`src/rtl/core/bbra_pkg.sv`:
```
`timescale 1ns / 1ps

package bbra_pkg;

  localparam int NUM_CH   = 4;
  localparam int CH_W     = 8;
  localparam int IN_W     = 32;
  localparam int WIN_W    = 16;
  localparam int CFG_IDX_W = 2;
  localparam int CFG_DATA_W = 16;
  localparam int RECIP_W  = 33;
  localparam int STEP_W   = 6;

  localparam logic [CFG_IDX_W-1:0] REG_WINDOW_SIZE = 2'd0;
  localparam logic [CFG_IDX_W-1:0] REG_WIDE_MODE   = 2'd1;

  localparam logic [RECIP_W-1:0] RECIP_RESET = 33'd65536;
  localparam logic [STEP_W-1:0]  STEP_FIRST  = 6'd32;
  localparam logic [STEP_W-1:0]  BIT_NARROW  = 6'd16;
  localparam logic [STEP_W-1:0]  BIT_WIDE    = 6'd32;

  typedef struct packed {
    logic load_sum;
    logic clear;
    logic load_prod;
  } lane_ctrl_t;

endpackage

```
`src/rtl/core/bbra_merge.sv`:
```
`timescale 1ns / 1ps

module bbra_merge #(
  parameter int SUM_WIDTH = 32
) (
  input  logic                                       clk,
  input  logic                                       load,
  input  logic                                       wide,
  input  logic [bbra_pkg::NUM_CH-1:0][SUM_WIDTH+31:0] prods,
  output logic [bbra_pkg::NUM_CH*bbra_pkg::CH_W-1:0] pixel
);
  import bbra_pkg::*;

  localparam int AVG_W = SUM_WIDTH + 16;

  logic [NUM_CH-1:0][CH_W-1:0] avg8;

  for (genvar c = 0; c < NUM_CH; c++) begin : g_ch
    logic [AVG_W-1:0] avg;
    assign avg = wide ? AVG_W'(prods[c][SUM_WIDTH+31:32]) : prods[c][SUM_WIDTH+31:16];
    assign avg8[c] = (|avg[AVG_W-1:CH_W]) ? {CH_W{1'b1}} : avg[CH_W-1:0];
  end

  always_ff @(posedge clk) begin
    if (load) begin
      pixel <= avg8;
    end
  end

endmodule

```
`config.mk`:
```
export PLATFORM = sky130hd
export DESIGN_NAME = bbra_merge
export DESIGN_NICKNAME = d
export VERILOG_FILES = /design/src/rtl/core/bbra_pkg.sv /design/src/rtl/core/bbra_merge.sv
export SDC_FILE = /design/constraint.sdc
export NUM_CORES = 1
export LEC_CHECK = 0
export BUFFER_PORTS_ARGS = -buffer_cell sky130_fd_sc_hd__buf_4
export CORE_AREA = 5 5 109 111
export CTS_BUF_LIST = sky130_fd_sc_hd__clkbuf_4
export CTS_CLUSTER_SIZE = 30
export DETAILED_ROUTE_END_ITERATION = 12
export DIE_AREA = 0 0 114 116
export HOLD_SLACK_MARGIN = 0.03
export PLACE_DENSITY = 0.56
export RECOVER_POWER = 25
export SKIP_CTS_REPAIR_TIMING = 1
export SYNTH_ARGS = -nofsm -noshare
export SYNTH_HDL_FRONTEND = slang
export SYNTH_SLANG_ARGS = --single-unit
export TNS_END_PERCENT = 30
```
`constraint.sdc`:
```
create_clock -name clk -period 1.1 [get_ports clk]
set_input_delay 0.11 -clock clk [delete_from_list [all_inputs] [get_ports clk]]
set_output_delay 0.11 -clock clk [all_outputs]
set_load 0.02 [all_outputs]
```
==> results.yml <==
cells_and_area:
  largest_reg_flops: 32
  largest_register: "pixel"
  fin_nets: 700
  area_delta_synth_final_pct: 102.6
  final_util_pct: 39.01
  fillerInstances: 1052
  drive_above_1_share_pct: 62.90
  largestRegisters: "pixel x32"
yosys:
  synth-edff-count: 32
  syn_inst: 201
  syn_area_per_cell_um2: 10.25
  synthTopCellsByCount: "nor4_1 (48), nor2_1 (37), edfxtp_1 (32), o21ai_1 (31)"
  synth.distinct_cells: 19
  synth_top_flop_cell: "edfxtp_1"
  syn-num-nets: 460
  yosysWarnings: 0
  ys_seq_elements: 32
  yosysSeqAreaShare_pct: 46.66
  synth_top_area_cell: "edfxtp_1"
  synth_top_area_share_pct: 46.66
  yosys.cell_count.top_type: "nor4_1"
  synthTopCellsByArea: "edfxtp_1 (47%), nor4_1 (15%), nor4_4 (8.3%)"
  async_reset_ff_share_pct: 0
  synth_area_um2: 2059
pwr:
  ir_drop_v: 0.0003795
  p_leak_nw: 1.677
  power_density_nw_per_um2: 788.7
grt:
  antenna_found_initial: 1
  grt_pass1_vias: 2803
  grt_pass1_wl_um: 13420
  grt_start_max_net_pins: 33
  overflow: 0
  grtUsageTotal_pct: 12.64
drt:
  wirelength_um: 8901
  drc: 0
  viasPerCell: 4.521
  drt_iter0_markers: 48
  postRouteAntennaNets: 0
  firstDrtPassIters: 4
  wl_per_cell_um: 15.27
  via_count: 2636
floorplan:
  core_um2: 10700
  dieArea_um2: 13220
  die_w_um: 114
  initial_core_util_pct: 19.25
  fp.dieH_um: 116
  num_io_pins: 291
  rows: 38
setup_path:
  cpPeakStageDelay_ps: 360
  critPathSlowestCell: "nor4_4"
  worstPathArrival_ps: 1150
  required_ps: 1190
  crit_family: "simple AND/OR/NAND/NOR gates"
  path_cells: "buf_6 -> nor4_4 -> nand3_2 -> a21oi_4 -> o21ai_1"
  crit_path_start_kind: "primary input"
  path_class: "primary input to register"
  end_kind: "register"
  crit_fanout: 8
  critical_path_buf_inv_count: 1
cts:
  cts_sinks: 32
  numCtsBuffers: 5
  cts_tree: "built"
  cts_max_path_buffers: 2
  htree_levels: 2
  clock-root-buffer: "clkbuf_4"
  path_clk_slew_ps: 120
timing:
  rsz0062_at_grt: "true"
  hold_viol_final: 0
  relSlewSlack_pct: 41.14
  setup_viol: 0
  period_needed_ps: 1060
  max_freq_mhz: 943.5
  setup_slack_ps: 40.07
  maxSlewViolCount: 0
  finalCritPeriodShare_pct: 96.36
  tightest_slew_ps: 882.9
min_path:
  hp-class: "primary input to register"
placement:
  dp_hpwl_um: 7593
  finalWeightedCongestion: 0.8061
  io_buffer_count: 226
  place_ws_ps: -389.8
flow_run:
  max-cap-violations: 0
run_status:
  status: "finished clean"
[per-layer routing]
layer	routed length (um)	part of all wire [%]	track usage, %	vias up
li1	-	-	-	1295
met1	3305	37	14.36	1187
met2	4551	51	23.03	147
met3	938	11	3.864	7
met4	106	1.2	3.325	0
met5	0	0	0	-
[kinds of logic after synthesis]
family	after synthesis	share of synthesized area, %
compound gates	36	11.00
buf+inv	8	1.701
flops	32	46.66
simple gates	125	40.64
[where the power goes]
group,switching (mW),internal (mW),leakage (nW)
logic,0.392,0.596,1.31
clock network,0.424,0.464,0.0403
registers,0.0174,1.40,0.323
[final timing paths]
path | slack (ps) | cells past startpoint | to | from
setup / recovery | 40 | 5 | pixel[5] | prods[43]
hold / removal | 90 | 3 | pixel[31] | prods[215]
[cell usage in the layout (no fill, tap or decap), types with 4 or more instances in the layout]
cell type,Yosys,layout
buf_4,0,234
nor4_1,48,43
nor2_1,37,37
edfxtp_1,32,32
o21ai_1,31,30
nor4_2,5,9
nor4_4,8,9
nand3_1,8,7
nor3_1,7,7
clkbuf_4,0,5
nand4_1,4,4
a21oi_4,4,4
buf_6,0,4
[per-stage QoR]
stage          hold slack (ps)  total power, mW  instance area, um^2  std cells  setup TNS, ps
2_1_floorplan            222.5            1.642                 2059        201              0
3_3_place_gp             421.1            2.422                 4018        574          -9103
4_1_cts                  66.27            3.328                 4093        582         -18.81
3_5_place_dp             421.6            2.429                 4018        574          -9892
6_report                 91.80            3.291                 4173        583              0
5_1_grt                  79.31            3.464                 4173        583         -103.8
[area by class of cell]
class                   count  area [um^2]  area share [%]
clock inverters             3        37.54          0.8996
flip-flops and latches     32        960.9           23.03
clock buffers               5        37.54          0.8996
diodes                      1        2.502         0.05997
inverters                   1        3.754         0.08996
well taps                 140        175.2           4.198
multi-input cells         161         1129           27.05
repair buffers            240         1827           43.78
Power figures use the tool's default switching activity.
