<file path="src/rtl/core/bbra_pkg.sv">
`timescale 1ns / 1ps

package bbra_pkg;

  localparam int NUM_CH   = 4;
  localparam int CH_W     = 8;
  localparam int IN_W     = 32;
  localparam int WIN_W    = 16;
  localparam int CFG_IDX_W = 2;
  localparam int CFG_DATA_W = 16;
  localparam int RECIP_W  = 33;
  localparam int STEP_W   = 6;

  localparam logic [CFG_IDX_W-1:0] REG_WINDOW_SIZE = 2'd0;
  localparam logic [CFG_IDX_W-1:0] REG_WIDE_MODE   = 2'd1;

  localparam logic [RECIP_W-1:0] RECIP_RESET = 33'd65536;
  localparam logic [STEP_W-1:0]  STEP_FIRST  = 6'd32;
  localparam logic [STEP_W-1:0]  BIT_NARROW  = 6'd16;
  localparam logic [STEP_W-1:0]  BIT_WIDE    = 6'd32;

  typedef struct packed {
    logic load_sum;
    logic clear;
    logic load_prod;
  } lane_ctrl_t;

endpackage

</file>
<file path="src/rtl/core/bbra_lane.sv">
`timescale 1ns / 1ps

module bbra_lane #(
  parameter int SUM_WIDTH = 32
) (
  input  logic                          clk,
  input  logic                          rst,
  input  bbra_pkg::lane_ctrl_t          ctrl,
  input  logic                          wide,
  input  logic [bbra_pkg::IN_W-1:0]     enter,
  input  logic [bbra_pkg::IN_W-1:0]     leave,
  input  logic [bbra_pkg::RECIP_W-1:0]  recip,
  output logic [SUM_WIDTH+31:0]         prod
);
  import bbra_pkg::*;

  localparam logic [SUM_WIDTH-1:0] NARROW_MASK = SUM_WIDTH'(17'h0FFFF);

  logic [SUM_WIDTH-1:0]    sum;
  logic [SUM_WIDTH-1:0]    base;
  logic [SUM_WIDTH-1:0]    raw;
  logic [SUM_WIDTH-1:0]    sum_next;
  logic [SUM_WIDTH+31:0]   prod_next;

  assign base     = ctrl.clear ? '0 : sum;
  assign raw      = base + enter[SUM_WIDTH-1:0] - leave[SUM_WIDTH-1:0];
  assign sum_next = wide ? raw : (raw & NARROW_MASK);
  assign prod_next = recip[RECIP_W-1] ? {sum, 32'd0}
                                      : ((SUM_WIDTH+32)'(sum) *
                                         (SUM_WIDTH+32)'(recip[31:0]));

  always_ff @(posedge clk) begin
    if (rst) begin
      sum <= '0;
    end else if (ctrl.load_sum) begin
      sum <= sum_next;
    end
  end

  always_ff @(posedge clk) begin
    if (ctrl.load_prod) begin
      prod <= prod_next;
    end
  end

endmodule

</file>
<file path="config.mk">
export PLATFORM = sky130hd
export DESIGN_NAME = bbra_lane
export DESIGN_NICKNAME = d
export VERILOG_FILES = /design/src/rtl/core/bbra_pkg.sv /design/src/rtl/core/bbra_lane.sv
export SDC_FILE = /design/constraint.sdc
export NUM_CORES = 2
export LEC_CHECK = 0
export BUFFER_PORTS_ARGS = -buffer_cell sky130_fd_sc_hd__clkbuf_2
export CAP_MARGIN = 20
export CORE_MARGIN = 4
export CORE_UTILIZATION = 40
export DETAILED_ROUTE_END_ITERATION = 12
export PLACE_DENSITY_LB_ADDON = 0.1
export SLEW_MARGIN = 20
export SYNTH_ARGS = -nofsm -noshare
export SYNTH_HDL_FRONTEND = slang
export SYNTH_SLANG_ARGS = --single-unit
export TNS_END_PERCENT = 10
</file>
<file path="constraint.sdc">
create_clock -name clk -period 18.84 [get_ports clk]
set_input_delay 1.884 -clock clk [delete_from_list [all_inputs] [get_ports clk]]
set_output_delay 1.884 -clock clk [all_outputs]
set_load 0.005 [all_outputs]
</file>
==> reports/results.ini <==
[flow_run]
maxCapViolations = 0

[global_routing]
antenna_found_initial = 5
grt_pass1_wl_um = 189000
overflow = 0
grt_util_all_layers_pct = 23.8
grt_max_degree = 65
grt_pass1_vias = 31600

[critical_path]
crit_path_end_kind = flop
r2r-start = sum[12]$_SDFFE_PP0P_
worstPathMaxFanout = 32
cp_common_cell = fa_1
critPathLaunchType = input port
arrival_ns = 9.87
critPathKind = in -> reg
cp_slowest_cell = clkbuf_2
worstPathCellList = clkbuf_2 > nand2_1 > fa_1 > inv_1 > fa_1 > inv_1 > fa_1 > inv_1 > fa_1 > inv_1 > fa_1 > fa_1 > fa_1 > fa_1 > inv_1 > ha_1 > a21oi_1 > nor4b_2 > o31ai_1 > o211ai_1 > a311oi_1 > or2_1 > a2111o_1 > o221a_2
ff2ff_setup_slack_ns = 9.93
r2r-end = prod[54]$_DFFE_PP_
required_ns = 18.98
r2r_cells = 24
cpPeakStageDelay_ns = 0.63

[logic_synthesis]
synth_compound_area_share_pct = 6.11
synth_top_family_by_area = adder cells
synth_mux_area_share_pct = 0.432
synth-xor-area-share_pct = 1.79
synth_simple_gate_area_share_pct = 17.1
yosysSeqAreaShare_pct = 6.46
netlist_top_cells_count = inv_1, fa_1, nand2_1, and2_1, ha_1
synthFlopType = edfxtp_1
synthArstFlopShare_pct = 0
synth_fa_ha_area_share_pct = 56.1
yosysWarnings = 0
yosys.area.top_type = fa_1
syn-num-nets = 5760
postSynthAreaPerCell_sq_um = 8.95
ys_ff_latch = 96
syn_inst = 4435
netlist_area_sq_um = 39700
synth_area_leaders = fa_1, inv_1, ha_1, and2_1, nand2_1
synth_edf_count = 64
synth_top_area_share_pct = 46.8
yosysMostFrequentCell = inv_1
synth_cell_types = 79

[placement]
dp.cells = 5667
io_buffers = 166
gp_congestion = 0.868
dp_hpwl_um = 93700

[detailed_routing]
vias = 29100
via_per_inst = 5.12
drt-total-wl_um = 120000
drc = 0
post_drt_wl_per_cell_um = 21.1
ant_nets = 0
drtPass1Iterations = 5
detail_route.iter0.violations = 1648

[final_layout]
nets = 5716
stdcell_count = 5685
syn_to_final_growth_pct = 5.21
drive_gt1_share_pct = 5.69
finish.utilization_pct = 42.4

[clock_tree]
cts_resized = 0
clk_latency_ns = 0.38
cts_tree = yes
cts_setup_buffers = 0
numCtsBuffers = 9
clock_sinks = 96
cts.reportedPaths.clkPinSlew_ns = 0.09
cts-root-buf = clkbuf_16
holdBufCountCts = 0
clk_path_buf_depth = 2
htreeDepth = 3

[run_status]
status = finished clean

[floorplan]
ioPinCount = 167
die_area_sq_um = 104000
start_util_pct = 40.3
dieHeight_um = 323
core_sq_um = 98400
rows = 115
die_w_um = 323

[hold_path]
whs_endpoint = sum[21]$_SDFFE_PP0P_
min-delay-start = sum[21]$_SDFFE_PP0P_
holdPathStages = 2
min_path_type = reg -> reg

[timing]
rsz0062_at_grt = false
finalMaxSlewViolations = 0
tns_ns = 0
min_period_ns = 9.73
slew_headroom_pct = 27.3
fin_crit_sh_pct = 51.7
clock_skew_ns = 0.0149
tightest_slew_ns = 1.09
hold_viol_final = 0
finalSetupViolations = 0
fmax_mhz = 103

## layout by cell type (no fill, tap or decap), drive strengths merged, types with 45 or more instances in the layout
master and n:
a21oi 109, and2 487, buf 45, clkbuf 173
edfxtp 64, fa 927, ha 295, inv 1011
nand2 645, nor2 98, o21ai 86, xnor2 48
## registers in the layout (all words and copies together) (netlist names)
name,cells
sum,32
prod,64
## metal layers
metal	up-vias	wire, um	global-route usage, %
li1	13000	-	-
met1	15500	50100	30.8
met2	542	64400	44.4
met3	110	3650	1.52
met4	0	2020	3.74
met5	-	0	0
## cells by family (layout without fill, tap and decap cells)
kind of cell,after synthesis,count (layout)
other,0,2
xor gates and xnor gates,81,81
adders and majority gates,1222,1222
AOI/OAI and AO/OA,366,366
muxes,17,17
and+or+nand+nor,1379,1379
DFF,96,96
buffers and inverters,1274,1235
## through the flow
step | hold WS (ns) | worst slack (ns) | instance area (sq um)
floorplan | 0.498 | 10.07 | 39700
global placement | 0.501 | 8.81 | 41400
detailed placement | 0.514 | 8.76 | 41400
CTS | 0.525 | 9.15 | 41700
global route | 0.575 | 8.62 | 41700
finish | 0.521 | 9.11 | 41700
## layout make-up
class	instances	area (sq um)
fill	10100	56700
multi-input combinational	3065	32300
inverter	1010	3790
sequential	96	2560
tap	1287	1610
timing repair buffer	209	1150
clock buffer	9	225
clock inverter	7	78.8
antenna	2	5.00
## how the worst max path moves through the flow
stage              from            endpoint  slack [ns]  cells after the start
6_report       recip[8]  prod[54]$_DFFE_PP_        9.11                     24
5_1_grt        recip[9]  prod[49]$_DFFE_PP_        8.62                     25
4_1_cts        recip[8]  prod[54]$_DFFE_PP_        9.15                     24
3_5_place_dp   recip[8]  prod[54]$_DFFE_PP_        8.76                     24
3_3_place_gp   recip[8]  prod[54]$_DFFE_PP_        8.81                     24
2_1_floorplan  recip[8]  prod[54]$_DFFE_PP_       10.07                     25
## worst max-delay path: cells and delay by family
| family | cells | cell delay, ns |
|---|---|---|
| compound gates | 6 | 1.85 |
| buf+inv | 6 | 0.94 |
| fa+ha+maj | 9 | 4.37 |
| simple gates | 3 | 0.81 |
Power is not shown: default switching activity piles up to over one toggle a cycle in this logic, so the estimate is an artifact.
