### src/rtl/core/bbra_pkg.sv
`timescale 1ns / 1ps

package bbra_pkg;

  localparam int NUM_CH   = 4;
  localparam int CH_W     = 8;
  localparam int IN_W     = 32;
  localparam int WIN_W    = 16;
  localparam int CFG_IDX_W = 2;
  localparam int CFG_DATA_W = 16;
  localparam int RECIP_W  = 33;
  localparam int STEP_W   = 6;

  localparam logic [CFG_IDX_W-1:0] REG_WINDOW_SIZE = 2'd0;
  localparam logic [CFG_IDX_W-1:0] REG_WIDE_MODE   = 2'd1;

  localparam logic [RECIP_W-1:0] RECIP_RESET = 33'd65536;
  localparam logic [STEP_W-1:0]  STEP_FIRST  = 6'd32;
  localparam logic [STEP_W-1:0]  BIT_NARROW  = 6'd16;
  localparam logic [STEP_W-1:0]  BIT_WIDE    = 6'd32;

  typedef struct packed {
    logic load_sum;
    logic clear;
    logic load_prod;
  } lane_ctrl_t;

endpackage

### src/rtl/core/bbra_recip.sv
`timescale 1ns / 1ps

module bbra_recip (
  input  logic                             clk,
  input  logic                             rst,
  input  logic                             cfg_we,
  input  logic [bbra_pkg::CFG_IDX_W-1:0]   cfg_index,
  input  logic [bbra_pkg::CFG_DATA_W-1:0]  cfg_data,
  output logic                             wide,
  output logic [bbra_pkg::RECIP_W-1:0]     recip,
  output logic                             busy
);
  import bbra_pkg::*;

  logic [WIN_W-1:0]   window;
  logic               pending;
  logic               running;
  logic [STEP_W-1:0]  step;
  logic [WIN_W-1:0]   rem;
  logic [RECIP_W-1:0] quo;

  logic               cfg_hit;
  logic [WIN_W:0]     divisor;
  logic               num_bit;
  logic [WIN_W:0]     rem_sh;
  logic               q_bit;
  logic [WIN_W-1:0]   rem_next;
  logic [RECIP_W-1:0] quo_next;

  assign cfg_hit = cfg_we && (cfg_index == REG_WINDOW_SIZE || cfg_index == REG_WIDE_MODE);
  assign divisor = (window == '0) ? (WIN_W+1)'(1) : {1'b0, window};
  assign num_bit = (step == (wide ? BIT_WIDE : BIT_NARROW));
  assign rem_sh  = {rem, num_bit};
  assign q_bit   = (rem_sh >= divisor);
  assign rem_next = q_bit ? WIN_W'(rem_sh - divisor) : rem_sh[WIN_W-1:0];
  assign quo_next = {quo[RECIP_W-2:0], q_bit};
  assign busy = pending || running;

  always_ff @(posedge clk) begin
    if (rst) begin
      window  <= WIN_W'(1);
      wide    <= 1'b0;
      recip   <= RECIP_RESET;
      pending <= 1'b0;
      running <= 1'b0;
    end else begin
      if (cfg_we && cfg_index == REG_WINDOW_SIZE) begin
        window <= cfg_data[WIN_W-1:0];
      end
      if (cfg_we && cfg_index == REG_WIDE_MODE) begin
        wide <= cfg_data[0];
      end
      if (cfg_hit) begin
        pending <= 1'b1;
      end else if (pending) begin
        pending <= 1'b0;
        running <= 1'b1;
      end else if (running && step == '0) begin
        running <= 1'b0;
        recip   <= quo_next;
      end
    end
  end

  always_ff @(posedge clk) begin
    if (pending) begin
      step <= STEP_FIRST;
      rem  <= '0;
      quo  <= '0;
    end else if (running) begin
      step <= step - STEP_W'(1);
      rem  <= rem_next;
      quo  <= quo_next;
    end
  end

endmodule

### config.mk
export PLATFORM = sky130hd
export DESIGN_NAME = bbra_recip
export DESIGN_NICKNAME = d
export VERILOG_FILES = /design/src/rtl/core/bbra_pkg.sv /design/src/rtl/core/bbra_recip.sv
export SDC_FILE = /design/constraint.sdc
export NUM_CORES = 1
export LEC_CHECK = 0
export BUFFER_PORTS_ARGS = -buffer_cell sky130_fd_sc_hd__buf_4
export CORE_AREA = 2 2 114 89
export CTS_CLUSTER_DIAMETER = 60
export CTS_CLUSTER_SIZE = 10
export DETAILED_ROUTE_END_ITERATION = 6
export DIE_AREA = 0 0 116 91
export PLACE_DENSITY_LB_ADDON = 0.3
export SYNTH_ARGS = -nofsm -noshare
export SYNTH_HDL_FRONTEND = slang
export SYNTH_SLANG_ARGS = --single-unit
### constraint.sdc
create_clock -name clk -period 2.7 [get_ports clk]
set_input_delay 0.405 -clock clk [delete_from_list [all_inputs] [get_ports clk]]
set_output_delay 0.405 -clock clk [all_outputs]
set_load 0.01 [all_outputs]
==> summary.md, run 1 <==
| Metric | Value |
|---|---|
| Clk_skew | `0.00643 ns` |
| Max Fclk | `0.348 GHz` |
| Crit path time final | `2.88 ns` |
| Synth cell types | `58` |
| DIE HEIGHT | `between 90 and 100 um` |
| Core area | `about 9400 um2` |
| Crit path DAT | `3.14 ns` |
| Largest cells by area after synthesis | `dfxtp_1, nand2_1, mux2i_1` |
| Largest stage delay on the critical path | `0.33 ns` |
| Peak supply drop | `around 0.00054 V` |
| Final setup viols | `13` |
| Static leakage | `2.48 nW` |
| Vias | `roughly 4300` |
| Hold Path Sink | `window[0]` |
| Pwr per Cell Area | `1010 nW/um2` |
| Final setup margin | `-0.176 ns` |
| Place WS | `-0.226 ns` |
| FF-to-FF Start | `wide` |
| Grt total ovfl | `0` |
| Area grow syn2layout | `26.4%` |
| Setup repair after global routing missed its margin | `yes` |
| Status | `complete, but fails checks` |
| CTS H-tree lvls | `3` |
| Yosys top cell by area | `dfxtp_1` |
| Failing checks | `setup timing` |
| Relative slew slack | `0.538` |
| Top delay family on crit path | `compound AO/OA/AOI/OAI gates` |
| Full die area | `about 11000 um2` |
| Starting Density | `0.521` |
| Mapped Cells | `590` |
| Post-Syn Area | `4890 um2` |
| # rows | `31` |
| Syn_area_per_cell | `8.29 um2` |
| Antenna Nets Post-Route | `0` |
| DR top layer | `met4` |
| DR pass1 iterations | `5` |
| Final Cell Area | `6190 um2` |
| DR WL/cell | `14.6 um` |
| Drc violations | `0` |
| Antenna cells | `0` |
| Ys async rst share | `0` |
| Latest clock arrival within the worst-skew pair | `approximately 0.35 ns` |
| Clock sinks | `106` |
| Tcrit/Tclk final | `1.07` |
| Pin count of the biggest net entering global routing | `59` |
| Port Buffers | `55` |
| CTS clk-pin slew, worst paths | `0.07 ns` |
| Buf+Inv Stages, Crit Path | `1` |
| Clock Tree Root | `clkbuf_16` |
| Die X | `116 um` |
| Worst-case clock buffer depth | `2` |
| Cell depth of the worst hold path | `3` |
| Num ports | `56` |
| Global Route Usage Sum | `0.233` |
| Final Hold Vio Count | `0` |
| Final #Nets | `712` |
| Critical path's most frequent cell | `nor2_2` |
| Post-DP HPWL | `7900 um` |
| Nature of the critical path startpoint | `flop` |
| R2R setup slack | `-0.18 ns` |
| Register area share after synthesis | `0.434` |
| CP endpoint kind | `flop` |
| Initial antenna violation count | `0` |
| Number of max-cap violations | `0` |
| Hold path startpoint | `cfg_data[0]` |
| Pin slew with the least headroom to its limit | `0.693 ns` |
| Placed inst area | `approximately 5700 um2` |
| Critical Path, Cell by Cell | `nor2_2 > nand2_1 > o21ai_1 > nand3_1 > ha_2 > buf_6 > fa_2 > nand2b_4 > a211oi_4 > nor2_2 > o21a_1 > o211a_1 > or3_1 > a311oi_2` |
| Slew Limit Fails | `0` |
| Syn nets | `629` |
| CP max FO | `4` |
| Metal-1 WL | `5600 um` |
| Met3 wire len | `486 um` |
| Synthesis Warnings | `0` |
| Global-route wire length before repair | `19600 um` |
| Critical Path RT | `2.96 ns` |
| Met2 Routed Length | `5480 um` |
| R2R Path End | `rem[12]` |
| Total Routed Length | `roughly 12000 um` |
| RD Place Congestion | `approximately 0.86` |
| #FFs+latches synth | `106` |
| Via density per instance | `5.34` |
| Top cell type's share of synthesized area | `0.434` |
| Layout cells sized above 1 | `0.232` |
| Slowest CP cell | `dfxtp_2` |
| Hold Path Class | `input pin to flop` |
| Worst Path Class, Setup | `flop to flop` |
| FF-to-FF path depth | `14` |
| Vias in the first global route | `4142` |
| Inserted Clock Buffers | `9` |
| Initial DRC count | `approximately 240` |
| Main synth FF type | `dfxtp_1` |
| Post-synth EDFFs | `0` |
| TritonCTS clock tree | `yes` |
==> where the power goes <==
part | switching, mW | internal [mW] | total, mW
registers | 0.132 | 1.72 | 1.85
clock network | 0.585 | 0.874 | 1.46
logic | 1.49 | 1.43 | 2.91
total | 2.20 | 4.02 | 6.23
==> placed cells by master (no fill, tap or decap), drive strengths merged, types with 2 or more instances in the layout <==
cell / netlist / final
a211oi: 12 / 12
a21boi: 2 / 2
a21o: 5 / 5
a21oi: 60 / 60
a311oi: 6 / 6
and3: 2 / 2
buf: 4 / 108
bufinv: 0 / 2
clkbuf: 32 / 12
dfxtp: 106 / 106
ha: 17 / 17
inv: 22 / 24
mux2i: 36 / 36
nand2: 119 / 119
nand2b: 9 / 9
nand3: 7 / 7
nand3b: 2 / 2
nand4: 2 / 2
nor2: 71 / 71
nor2b: 3 / 3
nor3: 10 / 10
nor4: 3 / 3
o21a: 6 / 6
o21ai: 5 / 5
o22ai: 3 / 3
o311ai: 5 / 5
o31ai: 3 / 3
or2: 3 / 3
or3: 2 / 2
xnor2: 6 / 6
xor2: 8 / 8
==> state kept, by name (all words and copies together) (netlist names) <==
register / flops
pending: 1
quo: 32
recip: 33
rem: 16
running: 1
step: 6
wide: 1
window: 16
==> layer usage <==
layer  vias up  GRT usage
li1       2170          -
met1      2033      0.315
met2       100      0.373
met3        23     0.0421
met4         0     0.0843
met5         -          0
==> synth_stat cells (5+ instances only) <==
master,n
a211oi_1,11
a21o_1,5
a21oi_1,60
clkbuf_1,31
dfxtp_1,106
ha_1,17
inv_1,22
mux2i_1,36
nand2_1,118
nand2b_1,9
nand3_1,7
nor2_1,70
nor3_1,10
o21a_1,6
o21ai_0,5
o311ai_0,5
xnor2_1,6
xor2_1,8
==> tightest hold or removal path, stage by stage <==
cell	delay, ns
buf_4	0.08
nand2_1	0.04
nand3b_1	0.07
==> worst max path at each step <==
stage / endpoint / cells after the start / from
2_1_floorplan: rem[12] / 12 / wide
3_3_place_gp: rem[12] / 13 / wide
3_5_place_dp: rem[12] / 13 / wide
4_1_cts: rem[12] / 14 / wide
5_1_grt: rem[12] / 14 / wide
6_report: rem[12] / 14 / wide
==> cells by family after synthesis <==
logic type / share of synthesized area
compound gates: 0.156
xor+xnor: 0.0251
fa+ha+maj: 0.0476
buf+inv: 0.0488
flops: 0.434
mux: 0.0759
simple gates: 0.213
==> through the flow <==
step | hold slack [ns] | setup TNS, ns | cells | total power, mW | util
final | 0.289 | -0.824 | 810 | 6.23 | 0.659
after global routing | 0.294 | -3.04 | 810 | 6.58 | 0.659
after CTS | 0.288 | -0.417 | 811 | 6.12 | 0.655
after detailed placement | 0.448 | -0.983 | 790 | 4.41 | 0.607
after global placement | 0.442 | -0.444 | 790 | 4.39 | 0.607
after floorplan | 0.431 | -0.0170 | 590 | 3.71 | -
==> final cells by class <==
type                       instances  area (um2)
clock buffer                      12         256
clock inverter                     4        80.1
fill                             788        3200
inverter                          22        82.6
multi-input combinational        426        2660
sequential                       106        2130
tap                              132         165
timing repair buffer             108         815
==> timing repair <==
item,4_1_cts,5_1_grt
hold buffers,0,0
pin swaps,15,7
resized for setup,21,8
setup endpoints to repair,17,18
setup buffers,5,1
cloned,0,0
No activity file was read; power rests on OpenSTA's default activity.
==> run 2, diff against run 1 <==
- BUFFER_PORTS_ARGS: -buffer_cell sky130_fd_sc_hd__buf_4 -> -buffer_cell sky130_fd_sc_hd__buf_2
==> summary.md, run 2 (synthesis gave the netlist of run 1 again) <==
| Metric | Value |
|---|---|
| Status | `complete, but fails checks` |
| Failing checks | `setup timing` |
| # rows | `31 (unchanged)` |
| Max reg flops | `33 (unchanged)` |
| DIE HEIGHT | `91 um (unchanged)` |
| Antenna Nets Post-Route | `0 (unchanged)` |
| Initial antenna violation count | `0 (unchanged)` |
| Latest clock arrival within the worst-skew pair | `0.36 ns (about the same)` |
| Setup repair after global routing missed its margin | `yes` |
| Slew Limit Fails | `0 (unchanged)` |
| Crit path time final | `2.87 ns (-0.00733 ns)` |
| Clk_skew | `0.0107 ns (+0.00426 ns)` |
| FF+latch area | `2140 um2 (+0.71%)` |
| Initial DRC count | `356 (+50%)` |
| R2R setup slack | `-0.17 ns (about the same)` |
| Hold Path Class | `input pin to flop` |
| Most common cell after layout, fill and taps aside | `nand2_1` |
| Drc violations | `0 (unchanged)` |
| Worst Path Class, Setup | `flop to flop` |
| Total Routed Length | `12200 um (+3.5%)` |
| Antenna cells | `0 (unchanged)` |
| Peak supply drop | `0.000523 V (-3.3%)` |
| Post-DP HPWL | `8000 um (+1.2%)` |
| Core area | `9390 um2 (unchanged)` |
| Relative slew slack | `0.372 (-0.166)` |
| CTS H-tree lvls | `3 (unchanged)` |
| Final setup margin | `-0.169 ns (+0.00733 ns)` |
| Placed inst area | `5540 um2 (-2.8%)` |
| Final Hold Vio Count | `0 (unchanged)` |
| Post-cts hold buffer count | `0 (unchanged)` |
| DR pass1 iterations | `4 (-1)` |
| Final #Nets | `714 (+0.28%)` |
| Port Buffers | `55 (unchanged)` |
| Final setup viols | `10 (-3)` |
| Number of max-cap violations | `0 (unchanged)` |
| CP endpoint kind | `flop` |
| TritonCTS clock tree | `yes` |
| Num ports | `56 (unchanged)` |
| Vias | `4426 (+2.3%)` |
| Pwr per Cell Area | `1070 nW/um2 (+5.8%)` |
| Pin slew with the least headroom to its limit | `0.942 ns (+0.249 ns)` |
| Layout fillers | `782 (-0.76%)` |
| CTS clk-pin slew, worst paths | `0.08 ns (about the same)` |
| Critical Path RT | `2.96 ns (about the same)` |
| Global-route wire length before repair | `20100 um (+2.4%)` |
| DR WL/cell | `15.1 um (+3.2%)` |
| Nature of the critical path startpoint | `flop` |
| Final Cell Area | `6140 um2 (-0.67%)` |
| Clock Tree Root | `clkbuf_16` |
| Starting Density | `0.521 (unchanged)` |
| Crit path DAT | `3.13 ns (about the same)` |
| Global Route Usage Sum | `0.240 (+0.00628)` |
| Tcrit/Tclk final | `1.06 (-0.00272)` |
| Layout cells sized above 1 | `0.265 (+0.0331)` |
| Top reg by flops | `recip` |
| Pin count of the biggest net entering global routing | `59 (unchanged)` |
| Area grow syn2layout | `25.6%` |
| Inserted Clock Buffers | `9 (unchanged)` |
| RD Place Congestion | `0.894 (+3.7%)` |
| Grt total ovfl | `0 (unchanged)` |
| Place WS | `-0.337 ns (-0.111 ns)` |
| Largest regs | `recip (33), quo (32)` |
| Area occupied by multi-input gates | `2730 um2 (+2.7%)` |
| Static leakage | `2.50 nW (+0.61%)` |
| Most frequent cells in the layout | `nand2_1, dfxtp_1, nor2_1` |
| Clock sinks | `106 (unchanged)` |
| CP max FO | `5 (+1)` |
| Die X | `116 um (unchanged)` |
| Fin Setup TNS | `-0.658 ns (+0.165 ns)` |
| Max Fclk | `0.349 GHz (+0.26%)` |
| Vias in the first global route | `4217 (+1.8%)` |
| Full die area | `10600 um2 (unchanged)` |
| Via density per instance | `5.45 (+2.1%)` |
| Worst-case clock buffer depth | `2 (unchanged)` |
## run 2: changes by cell type in the layout (fill, tap and decap cells not counted), moves of 2 or more
| cell | previous run | this run |
|---|---|---|
| buf_4 | 107 | 53 |
| dfxtp_2 | 3 | 15 |
| buf_2 | 0 | 55 |
| clkbuf_8 | 2 | 0 |
| dfxtp_1 | 103 | 91 |
| nor4_1 | 2 | 0 |
## run 2: path summary, 6_finish.rpt
kind	start	end	depth (start not counted)
setup / recovery	window[15]	rem[3]	11
hold / removal	cfg_data[14]	window[14]	3
setup reg to reg	window[15]	rem[3]	11
hold reg to reg	recip[2]	recip[2]	2
## run 2: worst max-delay path, stage by stage, from the launching register on
cell,delay (ns)
dfxtp_1,0.35
nor4_2,0.35
a41o_1,0.32
ha_4,0.16
nand4_1,0.10
o31ai_1,0.22
buf_4,0.16
nor4b_4,0.04
or2_4,0.27
buf_4,0.16
or3_1,0.36
a311oi_2,0.28
## run 2: metrics by stage
step	hold WS [ns]	instances	power, mW	utilization
2_1_floorplan	0.431	590	3.71	-
3_3_place_gp	0.440	787	4.36	0.590
3_5_place_dp	0.444	787	4.46	0.590
4_1_cts	0.273	808	6.19	0.641
5_1_grt	0.288	812	6.88	0.655
6_report	0.273	812	6.54	0.655
## run 2: repair_timing
action / 4_1_cts / 5_1_grt
endpoints found under the setup margin: 18 / 18
resized for setup: 33 / 22
setup buffers: 5 / 5
pin swaps: 14 / 16
cloned: 1 / 0
## run 2: where the power goes
part	switching, mW	leakage [nW]	total (mW)	internal, mW
clock	0.613	0.160	1.44	0.828
sequential	0.140	0.867	1.87	1.73
combinational	1.65	1.47	3.24	1.58
## run 2: metal layers
layer | wire length, um | track usage | up-vias | part of all wire
met5 | 0 | 0 | - | 0
met2 | 5800 | 0.383 | 117 | 0.47
met4 | 216 | 0.0764 | 0 | 0.018
li1 | - | - | 2189 | -
met1 | 5710 | 0.323 | 2095 | 0.47
met3 | 523 | 0.0521 | 25 | 0.043
## run 2: final cells by class
| cell class | instances | area share |
|---|---|---|
| clock inverters | 6 | 0.0159 |
| flip-flops and latches | 106 | 0.348 |
| repair buffers | 110 | 0.113 |
| well taps | 132 | 0.0269 |
| multi-input cells | 426 | 0.445 |
| inverters | 22 | 0.0134 |
| clock buffers | 10 | 0.0373 |
==> run 3, diff against run 2 <==
==> constraint.sdc (replaced) <==
create_clock -name clk -period 2.7 [get_ports clk]
set_input_delay 0.54 -clock clk [delete_from_list [all_inputs] [get_ports clk]]
set_output_delay 0.54 -clock clk [all_outputs]
set_load 0.01 [all_outputs]
==> summary.md, run 3 (synthesis gave the netlist of run 1 again) <==
| Metric | Value |
|---|---|
| Max reg flops | `33 (unchanged)` |
| DIE HEIGHT | `91 um (unchanged)` |
| Antenna cells | `0 (unchanged)` |
| Static leakage | `2.49 nW (-0.29%)` |
| Largest regs | `recip (33), quo (32)` |
| Global Route Usage Sum | `0.229 (-0.0106)` |
| Final Cell Area | `6100 um2 (-0.73%)` |
| Full die area | `10600 um2 (unchanged)` |
| R2R Path End | `rem[12]` |
| Starting Density | `0.521 (unchanged)` |
| RD Place Congestion | `0.860 (-3.8%)` |
| Inserted Clock Buffers | `9 (unchanged)` |
| Peak supply drop | `0.000541 V (+3.5%)` |
| R2R setup slack | `-0.17 ns (about the same)` |
| Die X | `116 um (unchanged)` |
| Port Buffers | `55 (unchanged)` |
| TritonCTS clock tree | `yes` |
| Hold Path Class | `input pin to flop` |
| Post-cts hold buffer count | `0 (unchanged)` |
| Latest clock arrival within the worst-skew pair | `0.34 ns (-0.02 ns)` |
| Clock Tree Root | `clkbuf_16` |
| Nature of the critical path startpoint | `flop` |
| Final setup margin | `-0.171 ns (-0.00250 ns)` |
| Worst-case clock buffer depth | `2 (unchanged)` |
| Post-DP HPWL | `7740 um (-3.2%)` |
| Hold Path Sink | `window[8]` |
| Clk_skew | `0.00793 ns (-0.00276 ns)` |
| Clock sinks | `106 (unchanged)` |
| FF-to-FF path depth | `12 (+1)` |
| Crit path DAT | `3.13 ns (about the same)` |
| Most frequent cells in the layout | `nand2_1, dfxtp_1, nor2_1` |
| Area grow syn2layout | `24.6%` |
| Pin slew with the least headroom to its limit | `0.943 ns (+0.000800 ns)` |
| DR pass1 iterations | `4 (unchanged)` |
| Initial DRC count | `282 (-21%)` |
| DR WL/cell | `14.2 um (-6.1%)` |
| Final #Nets | `715 (+0.14%)` |
| FF-to-FF Start | `window[12]` |
| # rows | `31 (unchanged)` |
| Drc violations | `0 (unchanged)` |
| Pin count of the biggest net entering global routing | `59 (unchanged)` |
| Initial antenna violation count | `0 (unchanged)` |
| Vias in the first global route | `4151 (-1.6%)` |
| Failing checks | `setup timing` |
| Global-route wire length before repair | `19400 um (-3.3%)` |
| Grt total ovfl | `0 (unchanged)` |
| CP endpoint kind | `flop` |
| WHS | `0.425 ns (+0.152 ns)` |
| Top reg by flops | `recip` |
| Layout cells sized above 1 | `0.256 (-0.00920)` |
| Crit path time final | `2.87 ns (+0.00250 ns)` |
| CP max FO | `4 (-1)` |
| Setup repair after global routing missed its margin | `yes` |
| Total Routed Length | `11500 um (-6.0%)` |
| Relative slew slack | `0.371 (-0.000533)` |
| Placed inst area | `5590 um2 (+0.90%)` |
| Place WS | `-0.273 ns (+0.0639 ns)` |
| Final Hold Vio Count | `0 (unchanged)` |
| Cell depth of the worst hold path | `3 (unchanged)` |
| Antenna Nets Post-Route | `0 (unchanged)` |
| Max Fclk | `0.348 GHz (about the same)` |
| Most common cell after layout, fill and taps aside | `nand2_1` |
| Num ports | `56 (unchanged)` |
| CTS H-tree lvls | `3 (unchanged)` |
| Fin Setup TNS | `-0.391 ns (+0.267 ns)` |
| Slew Limit Fails | `0 (unchanged)` |
| Number of max-cap violations | `0 (unchanged)` |
| Status | `complete, but fails checks` |
| Vias | `4279 (-3.3%)` |
| CTS clk-pin slew, worst paths | `0.07 ns (about the same)` |
| Final setup viols | `6 (-4)` |
| Core area | `9390 um2 (unchanged)` |
| Pwr per Cell Area | `1040 nW/um2 (-2.6%)` |
| Tcrit/Tclk final | `1.06 (about the same)` |
| Power, Total | `6.33 mW (-3.3%)` |
| Hold path startpoint | `cfg_data[8]` |
| Via density per instance | `5.26 (-3.4%)` |
| Worst Path Class, Setup | `flop to flop` |
| Critical Path RT | `2.96 ns (about the same)` |
==> run 3: changes by cell type in the layout (fill, tap and decap cells not counted), sizes merged <==
cell	change
buf	+1
clkinvlp	+1
bufinv	-1
clkinv	+1
inv	-1
==> run 3: how the worst max path moves through the flow <==
stage,startpoint,end,cells past startpoint
6_report,window[12],rem[12],12
5_1_grt,step[0],rem[14],14
3_5_place_dp,wide,rem[12],13
2_1_floorplan,wide,rem[12],12
3_3_place_gp,window[7],rem[12],13
4_1_cts,window[10],rem[12],13
==> run 3: metal layers <==
layer,global-route usage,share of wire,up-vias
met2,0.376,0.45,92
met3,0.0481,0.048,8
met4,0.0595,0.0081,0
met5,0,0,-
li1,-,-,2176
met1,0.306,0.49,2003
==> run 3: area by class of cell <==
| cell class | instances | area [um2] |
|---|---|---|
| Clock buffer | 10 | 239 |
| Fill cell | 800 | 3290 |
| Sequential cell | 106 | 2130 |
| Multi-Input combinational cell | 426 | 2690 |
| Timing Repair Buffer | 111 | 723 |
| Clock inverter | 6 | 71.3 |
| Inverter | 22 | 82.6 |
| Tap cell | 132 | 165 |
==> run 3: through the flow <==
stage               instances   util
floorplan                 590      -
global placement          792  0.595
detailed placement        792  0.595
CTS                       812  0.644
global route              813  0.650
finish                    813  0.650
==> run 3: repair_timing <==
action | CTS | global route
buffers inserted | 4 | 3
endpoints found under the setup margin | 15 | 18
resized for setup | 30 | 15
pin swaps | 17 | 15
cloned | 1 | 0
==> run 3: critical path, cell delays in order (launching register included) <==
cell and delay [ns]:
dfxtp_1 0.34, nor3_2 0.08, a41o_1 0.27, ha_4 0.17, buf_6 0.11, fa_2 0.35, nand2b_4 0.17, a211oi_4 0.24
nor2_2 0.07, o21a_1 0.24, o211a_1 0.12, or3_1 0.37, a311oi_2 0.25
==> run 3: report_power, final <==
group	leakage (nW)	switching, mW	internal [mW]
clock network	0.151	0.601	0.755
registers	0.864	0.132	1.72
logic	1.47	1.59	1.53
